File: config.mk
export PLATFORM = sky130hd
export DESIGN_NAME = key_click_event_detector
export DESIGN_NICKNAME = d
export VERILOG_FILES = /design/src/hdl/kced_pkg.sv /design/src/hdl/key_click_event_detector.sv /design/src/hdl/kced_cfg_regs.sv /design/src/hdl/kced_key_fsm.sv
export VERILOG_INCLUDE_DIRS = /design/src /design/src/hdl
export SDC_FILE = /design/constraint.sdc
export NUM_CORES = 1
export LEC_CHECK = 0
export BUFFER_PORTS_ARGS = -buffer_cell sky130_fd_sc_hd__clkbuf_2
export CORE_AREA = 4 4 160 162
export CTS_BUF_LIST = sky130_fd_sc_hd__clkbuf_8 sky130_fd_sc_hd__clkbuf_16
export DETAILED_ROUTE_END_ITERATION = 16
export DIE_AREA = 0 0 164 166
export PLACE_DENSITY = 0.82
export SYNTH_ARGS = -nofsm -noshare
export SYNTH_HDL_FRONTEND = slang
export SYNTH_SLANG_ARGS = --single-unit
export TNS_END_PERCENT = 5
File: constraint.sdc
create_clock -name i_clk -period 6.8 [get_ports i_clk]
set_input_delay 0.68 -clock i_clk [delete_from_list [all_inputs] [get_ports i_clk]]
set_output_delay 0.68 -clock i_clk [all_outputs]
set_load 0.02 [all_outputs]
File: src/hdl/key_click_event_detector_defines.svh
// ----------------------------------------------------------------------------
// Key click event detector assertion macros
// Shared concurrent assertion forms for the detector's top-level RTL file.
// ----------------------------------------------------------------------------
`ifndef KEY_CLICK_EVENT_DETECTOR_DEFINES_SVH
`define KEY_CLICK_EVENT_DETECTOR_DEFINES_SVH

// Same-cycle implication, disabled while reset is asserted.
`define KCED_ASSERT_SAME(name, clk, rst_n, ante, cons) \
    name: assert property (@(posedge clk) disable iff (!rst_n) (ante) |-> (cons)) \
        else $error("key click detector check failed");

// Next-cycle implication, disabled while reset is asserted.
`define KCED_ASSERT_NEXT(name, clk, rst_n, ante, cons) \
    name: assert property (@(posedge clk) disable iff (!rst_n) (ante) |=> (cons)) \
        else $error("key click detector check failed");

`endif

File: src/hdl/kced_pkg.sv
// ----------------------------------------------------------------------------
// Key click event detector package
// Shared widths, mode and event codes, register indexes and state types.
// ----------------------------------------------------------------------------
package kced_pkg;

    localparam int NUM_KEYS = 3;
    localparam int KEY_W    = 2;
    localparam int TIME_W   = 16;
    localparam int MODE_W   = 3;
    localparam int EVENT_W  = 2;
    localparam int CFG_IDX_W = 3;

    // Per-key modes.
    localparam logic [MODE_W-1:0] MODE_IDLE     = 3'd0;
    localparam logic [MODE_W-1:0] MODE_PRESSED  = 3'd1;
    localparam logic [MODE_W-1:0] MODE_LTRIG    = 3'd2;
    localparam logic [MODE_W-1:0] MODE_LHOLD    = 3'd3;
    localparam logic [MODE_W-1:0] MODE_WAITREL  = 3'd4;
    localparam logic [MODE_W-1:0] MODE_RELEASED = 3'd5;
    localparam logic [MODE_W-1:0] MODE_SHORT    = 3'd6;
    localparam logic [MODE_W-1:0] MODE_DOUBLE   = 3'd7;

    // Event codes.
    localparam logic [EVENT_W-1:0] EV_NONE   = 2'd0;
    localparam logic [EVENT_W-1:0] EV_SHORT  = 2'd1;
    localparam logic [EVENT_W-1:0] EV_LONG   = 2'd2;
    localparam logic [EVENT_W-1:0] EV_DOUBLE = 2'd3;

    // Configuration register indexes.
    localparam logic [CFG_IDX_W-1:0] CFG_LONG_PRESS   = 3'd0;
    localparam logic [CFG_IDX_W-1:0] CFG_REPEAT       = 3'd1;
    localparam logic [CFG_IDX_W-1:0] CFG_DOUBLE_WIN   = 3'd2;
    localparam logic [CFG_IDX_W-1:0] CFG_MIN_PRESS    = 3'd3;
    localparam logic [CFG_IDX_W-1:0] CFG_REL_TIMEOUT  = 3'd4;

    // Configuration reset values in milliseconds.
    localparam logic [TIME_W-1:0] RST_LONG_PRESS  = 16'd1000;
    localparam logic [TIME_W-1:0] RST_REPEAT      = 16'd200;
    localparam logic [TIME_W-1:0] RST_DOUBLE_WIN  = 16'd300;
    localparam logic [TIME_W-1:0] RST_MIN_PRESS   = 16'd50;
    localparam logic [TIME_W-1:0] RST_REL_TIMEOUT = 16'd500;

    typedef struct packed {
        logic [TIME_W-1:0] long_press_time;
        logic [TIME_W-1:0] repeat_interval;
        logic [TIME_W-1:0] double_click_window;
        logic [TIME_W-1:0] min_press_time;
        logic [TIME_W-1:0] release_timeout;
    } t_cfg;

    typedef struct packed {
        logic [MODE_W-1:0] mode;
        logic [TIME_W-1:0] press_start;
        logic [TIME_W-1:0] release_stamp;
        logic [TIME_W-1:0] last_repeat;
    } t_key_state;

    localparam t_key_state KEY_STATE_RESET = '{
        mode:          MODE_IDLE,
        press_start:   '0,
        release_stamp: '0,
        last_repeat:   '0
    };

endpackage

File: src/hdl/key_click_event_detector.sv
// ----------------------------------------------------------------------------
// Key click event detector
// Per-key press classifier: short, double and repeating long press events.
// ----------------------------------------------------------------------------
//
//  Channel   Handshake              Payload
//  --------  ---------------------  ------------------------------------------
//  input     i_valid / o_ready      i_key_index, i_key_level, i_now_ms
//  output    o_valid / i_ready      o_event_key, o_key_event
//  config    i_cfg_we (no wait)     i_cfg_idx, i_cfg_wdata
//
// One word is accepted per cycle while o_ready is high, and every accepted
// word yields exactly one result word. The word lands in the input register,
// then the key state machine updates that key's state and loads the result
// register as the word moves on. The state update reads and writes the key's
// state in the same cycle, so back-to-back words for the same key need no
// forwarding.
// Reset is synchronous and active low; it clears the mode and timestamps of
// every key and loads the default thresholds.
// A stalled output holds the result register; the input register keeps
// accepting until it too is full, so o_ready falls only when both are full.
//
// Samples for a key index beyond the key count leave all state untouched and
// return no event, with the sampled index echoed back.
// ----------------------------------------------------------------------------
`include "key_click_event_detector_defines.svh"

module key_click_event_detector
    import kced_pkg::*;
(
    input  logic                 i_clk,
    input  logic                 i_rst_n,
    // Poll sample input.
    input  logic                 i_valid,
    output logic                 o_ready,
    input  logic [KEY_W-1:0]     i_key_index,
    input  logic                 i_key_level,
    input  logic [TIME_W-1:0]    i_now_ms,
    // Event output.
    output logic                 o_valid,
    input  logic                 i_ready,
    output logic [KEY_W-1:0]     o_event_key,
    output logic [EVENT_W-1:0]   o_key_event,
    // Configuration write port.
    input  logic                 i_cfg_we,
    input  logic [CFG_IDX_W-1:0] i_cfg_idx,
    input  logic [TIME_W-1:0]    i_cfg_wdata
);

    // Input register.
    logic                 r_in_vld;
    logic [KEY_W-1:0]     r_key;
    logic                 r_level;
    logic [TIME_W-1:0]    r_now;

    // Result register.
    logic                 r_out_vld;
    logic [KEY_W-1:0]     r_out_key;
    logic [EVENT_W-1:0]   r_out_event;

    // Per-key state, one entry per key.
    t_key_state           r_state [NUM_KEYS];

    t_cfg                 w_cfg;
    t_key_state           w_cur;
    t_key_state           w_next;
    logic [EVENT_W-1:0]   w_event;
    logic                 w_in_range;
    logic                 w_adv;
    logic                 w_out_free;

    kced_cfg_regs u_cfg (
        .i_clk   (i_clk),
        .i_rst_n (i_rst_n),
        .i_we    (i_cfg_we),
        .i_idx   (i_cfg_idx),
        .i_wdata (i_cfg_wdata),
        .o_cfg   (w_cfg)
    );

    // The result register can take a new word when it is empty or being read.
    assign w_out_free = !r_out_vld || i_ready;
    assign w_adv      = r_in_vld && w_out_free;
    assign o_ready    = !r_in_vld || w_out_free;

    assign w_in_range = (32'(r_key) < NUM_KEYS);

    // Select the addressed key's state; an out-of-range key sees a reset state
    // whose outcome is discarded below.
    always_comb begin
        w_cur = KEY_STATE_RESET;
        for (int k = 0; k < NUM_KEYS; k++) begin
            if (32'(r_key) == k) begin
                w_cur = r_state[k];
            end
        end
    end

    kced_key_fsm u_fsm (
        .i_cur     (w_cur),
        .i_pressed (!r_level),
        .i_now     (r_now),
        .i_cfg     (w_cfg),
        .o_next    (w_next),
        .o_event   (w_event)
    );

    // Input register control.
    always_ff @(posedge i_clk) begin
        if (!i_rst_n) begin
            r_in_vld <= 1'b0;
        end else if (o_ready) begin
            r_in_vld <= i_valid;
        end
    end

    always_ff @(posedge i_clk) begin
        if (i_valid && o_ready) begin
            r_key   <= i_key_index;
            r_level <= i_key_level;
            r_now   <= i_now_ms;
        end
    end

    // Result register control.
    always_ff @(posedge i_clk) begin
        if (!i_rst_n) begin
            r_out_vld <= 1'b0;
        end else if (w_out_free) begin
            r_out_vld <= r_in_vld;
        end
    end

    always_ff @(posedge i_clk) begin
        if (w_adv) begin
            r_out_key   <= r_key;
            r_out_event <= w_in_range ? w_event : EV_NONE;
        end
    end

    // Key state update, written back in the cycle the word moves on.
    always_ff @(posedge i_clk) begin
        if (!i_rst_n) begin
            for (int k = 0; k < NUM_KEYS; k++) begin
                r_state[k] <= KEY_STATE_RESET;
            end
        end else begin
            for (int k = 0; k < NUM_KEYS; k++) begin
                if (w_adv && (32'(r_key) == k)) begin
                    r_state[k] <= w_next;
                end
            end
        end
    end

    assign o_valid     = r_out_vld;
    assign o_event_key = r_out_key;
    assign o_key_event = r_out_event;

    // An event can only be reported for a key that exists.
    `KCED_ASSERT_SAME(a_event_key_in_range, i_clk, i_rst_n,
        r_out_vld && (r_out_event != EV_NONE), 32'(r_out_key) < NUM_KEYS)

    // A key in the short report mode reports a short press when its word moves.
    `KCED_ASSERT_NEXT(a_short_reported, i_clk, i_rst_n,
        w_adv && w_in_range && (w_cur.mode == MODE_SHORT), r_out_event == EV_SHORT)

    // A held input word is never overwritten by a new acceptance.
    `KCED_ASSERT_SAME(a_input_held, i_clk, i_rst_n,
        r_in_vld && !w_adv, !o_ready)

endmodule

File: src/hdl/kced_cfg_regs.sv
// ----------------------------------------------------------------------------
// Key click event detector configuration registers
// Holds the five timing thresholds, written through a plain write port.
// ----------------------------------------------------------------------------
module kced_cfg_regs
    import kced_pkg::*;
(
    input  logic                 i_clk,
    input  logic                 i_rst_n,
    input  logic                 i_we,
    input  logic [CFG_IDX_W-1:0] i_idx,
    input  logic [TIME_W-1:0]    i_wdata,
    output t_cfg                 o_cfg
);

    t_cfg r_cfg;

    always_ff @(posedge i_clk) begin
        if (!i_rst_n) begin
            r_cfg.long_press_time     <= RST_LONG_PRESS;
            r_cfg.repeat_interval     <= RST_REPEAT;
            r_cfg.double_click_window <= RST_DOUBLE_WIN;
            r_cfg.min_press_time      <= RST_MIN_PRESS;
            r_cfg.release_timeout     <= RST_REL_TIMEOUT;
        end else if (i_we) begin
            // Writes to unused indexes are dropped.
            unique case (i_idx)
                CFG_LONG_PRESS:  r_cfg.long_press_time     <= i_wdata;
                CFG_REPEAT:      r_cfg.repeat_interval     <= i_wdata;
                CFG_DOUBLE_WIN:  r_cfg.double_click_window <= i_wdata;
                CFG_MIN_PRESS:   r_cfg.min_press_time      <= i_wdata;
                CFG_REL_TIMEOUT: r_cfg.release_timeout     <= i_wdata;
                default: begin
                end
            endcase
        end
    end

    assign o_cfg = r_cfg;

endmodule

File: src/hdl/kced_key_fsm.sv
// ----------------------------------------------------------------------------
// Key click event detector key state machine
// Next-state and event logic for one poll sample of one key.
// ----------------------------------------------------------------------------
module kced_key_fsm
    import kced_pkg::*;
(
    input  t_key_state           i_cur,
    input  logic                 i_pressed,
    input  logic [TIME_W-1:0]    i_now,
    input  t_cfg                 i_cfg,
    output t_key_state           o_next,
    output logic [EVENT_W-1:0]   o_event
);

    logic [TIME_W-1:0] w_d_press;
    logic [TIME_W-1:0] w_d_rel;
    logic [TIME_W-1:0] w_d_rep;
    logic [TIME_W-1:0] w_held;

    // All differences wrap at the timestamp width.
    assign w_d_press = i_now - i_cur.press_start;
    assign w_d_rel   = i_now - i_cur.release_stamp;
    assign w_d_rep   = i_now - i_cur.last_repeat;
    assign w_held    = i_cur.release_stamp - i_cur.press_start;

    always_comb begin
        o_next  = i_cur;
        o_event = EV_NONE;
        unique case (i_cur.mode)
            MODE_IDLE: begin
                if (i_pressed) begin
                    o_next.mode        = MODE_PRESSED;
                    o_next.press_start = i_now;
                    o_next.last_repeat = i_now;
                end
            end
            MODE_PRESSED: begin
                if (!i_pressed) begin
                    o_next.mode          = MODE_RELEASED;
                    o_next.release_stamp = i_now;
                end else if (w_d_press > i_cfg.long_press_time) begin
                    o_next.mode = MODE_LTRIG;
                end
            end
            MODE_LTRIG: begin
                if (i_pressed) begin
                    o_event            = EV_LONG;
                    o_next.mode        = MODE_LHOLD;
                    o_next.last_repeat = i_now;
                end else begin
                    o_next.mode = MODE_WAITREL;
                end
            end
            MODE_LHOLD: begin
                if (!i_pressed) begin
                    o_next.mode = MODE_WAITREL;
                end else if (w_d_rep >= i_cfg.repeat_interval) begin
                    o_event            = EV_LONG;
                    o_next.last_repeat = i_now;
                end
            end
            MODE_WAITREL: begin
                if (!i_pressed) begin
                    o_next.mode = MODE_IDLE;
                end
            end
            MODE_RELEASED: begin
                if (i_pressed && (w_d_rel < i_cfg.double_click_window)) begin
                    o_next.mode = MODE_DOUBLE;
                end else if ((w_held > i_cfg.min_press_time) &&
                             (w_d_rel > i_cfg.double_click_window)) begin
                    o_next.mode = MODE_SHORT;
                end else if (w_d_rel > i_cfg.release_timeout) begin
                    o_next.mode = MODE_IDLE;
                end
            end
            MODE_SHORT: begin
                o_event     = EV_SHORT;
                o_next.mode = MODE_WAITREL;
            end
            MODE_DOUBLE: begin
                o_event     = EV_DOUBLE;
                o_next.mode = MODE_WAITREL;
            end
            default: begin
                o_next = i_cur;
            end
        endcase
    end

endmodule

==> flow_metrics.py <==
metrics = {
    "grt": {
        "grt_pass1_wl_mm": 60.1,
        "grt_usage": 0.279,
        "grt_max_degree": 88,
        "grt_pass1_vias": 11200,
        "antenna_found_initial": 0,
        "grt_overflow": 0,
    },
    "synth": {
        "synth_area_sq_um": 15000,
        "synth-seq-cells": 258,
        "syn_nets": 1709,
        "synth_edf_count": 176,
        "synthCells": 1525,
        "synth_area_per_cell_sq_um": 9.85,
        "yosysSeqAreaShare": 0.461,
        "synth-main-ff-cell": "edfxtp_1",
        "synth-async-reset-ratio": 0,
        "synth_cell_types": 69,
        "ys_warn_count": 0,
    },
    "power": {
        "power_density_nw_per_um2": 264,
        "vdd_drop_max_uv": 251,
        "power.leakage_nw": 6.61,
        "total_power_mw": 4.36,
    },
    "clock_network": {
        "postCtsSetupRepairBufs": 0,
        "postCtsHoldBufs": 0,
        "root_buffer": "clkbuf_16",
        "numCtsBuffers": 28,
        "cts-htree-levels": 1,
        "cts_tree": "done",
        "cts_sinks": 258,
        "clk_pin_slew_worst_paths_ns": 0.06,
        "cts_buffer_depth": 3,
        "cts_resized": 0,
        "clk_latency_ns": 0.55,
    },
    "setup_path": {
        "arrival_ns": 6.25,
        "r2r_cells": 19,
        "critical_path.startpoint_type": "flop",
        "cp.required_ns": 7.12,
        "cp-end-kind": "flop",
        "worstPathMaxFanout": 67,
        "criticalPathCategory": "reg2reg",
    },
    "floorplan": {
        "die_w_um": 164,
        "die_area_sq_um": 27200,
        "die_h_um": 166,
        "coreArea_sq_um": 24100,
        "rows": 57,
        "start_util": 0.623,
        "io_pins": 49,
    },
    "job": {
        "drv_cap": 0,
    },
    "timing": {
        "finalCritPeriodShare": 0.872,
        "hold_viol_final": 0,
        "final.setup.tns_ns": 0,
        "finalSetupViolCount": 0,
        "rsz0062_at_grt": "false",
        "max_freq_ghz": 0.169,
        "holdWs_ns": 0.307,
        "period_needed_ns": 5.93,
        "slew_violations": 0,
        "skew_ns": 0.0128,
        "worst_pin_slew_ns": 1.32,
        "maxSlewHeadroom": 0.113,
    },
    "outcome": {
        "outcome": "finished clean",
    },
    "final_layout": {
        "final_core_utilization": 0.685,
        "syn_to_final_growth_pct": 9.93,
        "final_cell_mix": "edfxtp_1 (176), nand2_1 (172), nor2_1 (143)",
        "final_cells": 1902,
        "layout_commonest_cell": "edfxtp_1",
        "drive_above_1_share": 0.0843,
        "num_antenna_cells": 0,
        "finalNetCount": 1740,
    },
    "routing": {
        "drt_first_iter_violations": 1063,
        "drtPass1Iterations": 5,
        "vias": 11800,
        "vias_per_cell": 6.19,
        "route.detailed.drc": 0,
        "wire_per_inst_um": 20.4,
        "totalWireLength_mm": 38.7,
        "drtAntennaViolNets": 0,
    },
    "placed_design": {
        "port_buffers": 48,
        "placedCellCount": 1850,
        "dpl.hpwl_mm": 26.2,
        "routabilityCongestion": 0.907,
    },
    "min_path": {
        "hp-class": "in2reg",
        "hold_depth": 1,
    },
}
[metrics by stage]
stage	cell area, sq um	worst slack, ns
2_1_floorplan	15000	1.22
3_3_place_gp	15600	1.23
6_report	16500	0.868
5_1_grt	16500	0.511
4_1_cts	16500	0.899
3_5_place_dp	15600	0.954
[state kept, by name, indices dropped and copies added, names as in the netlist]
name and count:
o_valid 1, r_now 16, r_level 1, o_key_event 2, r_in_vld 1, r_state 153, u_cfg.o_cfg 80, r_key 2
o_event_key 2
[synth_stat cells (4+ instances only)]
master	n	share of area
inv_1	105	0.026
a21o_1	32	0.016
or2_2	7	0.0029
buf_1	9	0.0022
nand3b_1	9	0.0045
a211o_1	5	0.0029
nor2b_1	20	0.0083
clkbuf_1	43	0.011
a21boi_0	59	0.029
ha_1	138	0.11
o21ai_0	42	0.014
o21a_1	14	0.0070
and3_1	11	0.0046
mux2i_1	52	0.035
nand3_1	16	0.0053
xnor2_1	49	0.029
buf_2	5	0.0017
nand2b_1	15	0.0062
nor2_1	143	0.036
a21oi_1	119	0.040
o211ai_1	27	0.013
nor3_1	42	0.014
xor2_1	11	0.0064
nand4_1	15	0.0062
a31o_2	4	0.0023
nand2_1	174	0.043
o21ai_1	5	0.0017
a211oi_1	36	0.018
edfxtp_1	176	0.35
dfxtp_1	82	0.11
[cells by family after synthesis]
kind of cell | Yosys count | synth area share
AO/OA/AOI/OAI | 375 | 0.164
buffers and inverters | 165 | 0.0427
adder cells (fa/ha/maj) | 144 | 0.121
AND/OR/NAND/NOR | 468 | 0.139
multiplexers | 55 | 0.0371
XOR/XNOR | 60 | 0.0350
flip-flops | 258 | 0.461
[worst paths after layout]
| path | slack (ns) | from | to |
|---|---|---|---|
| hold / removal | 0.31 | i_now_ms[0] | r_now[0] |
| hold reg to reg | 0.46 | u_cfg.o_cfg[53] | u_cfg.o_cfg[53] |
| setup reg to reg | 0.87 | r_key[1] | r_state[0][114] |
| setup / recovery | 0.87 | r_key[1] | r_state[0][114] |
[report_power, final]
group | switching, mW | leakage (nW) | internal, mW
sequential | 0.0454 | 2.48 | 1.75
combinational | 0.600 | 3.64 | 0.401
clock | 0.629 | 0.490 | 0.929
[worst max-delay path, stage by stage (launching register included)]
cell	delay (ns)
edfxtp_1	0.34
buf_4	0.65
o21ai_0	0.30
ha_1	0.29
fa_1	0.43
nor2b_1	0.13
o21ai_0	0.11
a21boi_0	0.25
o21ai_0	0.17
a211oi_1	0.32
o31a_1	0.22
a21o_1	0.12
a21oi_1	0.07
xnor2_1	0.14
ha_1	0.29
and4_1	0.21
nand3_1	0.12
o21ai_1	1.02
nor3_1	0.12
nor3_1	0.39
[layer usage]
metal  up-vias  share of wire  global-route usage
met1      5590           0.39               0.368
met2       514           0.48               0.459
li1       5531              -                   -
met4         0          0.058               0.132
met5         -              0                   0
met3       139          0.073              0.0330
[layout make-up]
cell class,count,area [sq um]
flip-flops and latches,258,6930
repair buffers,61,350
inverters,105,394
well taps,324,405
clock buffers,33,781
clock inverters,19,173
fillers,1874,7600
multi-input cells,1102,7480
(Power assumes the default switching activity.)
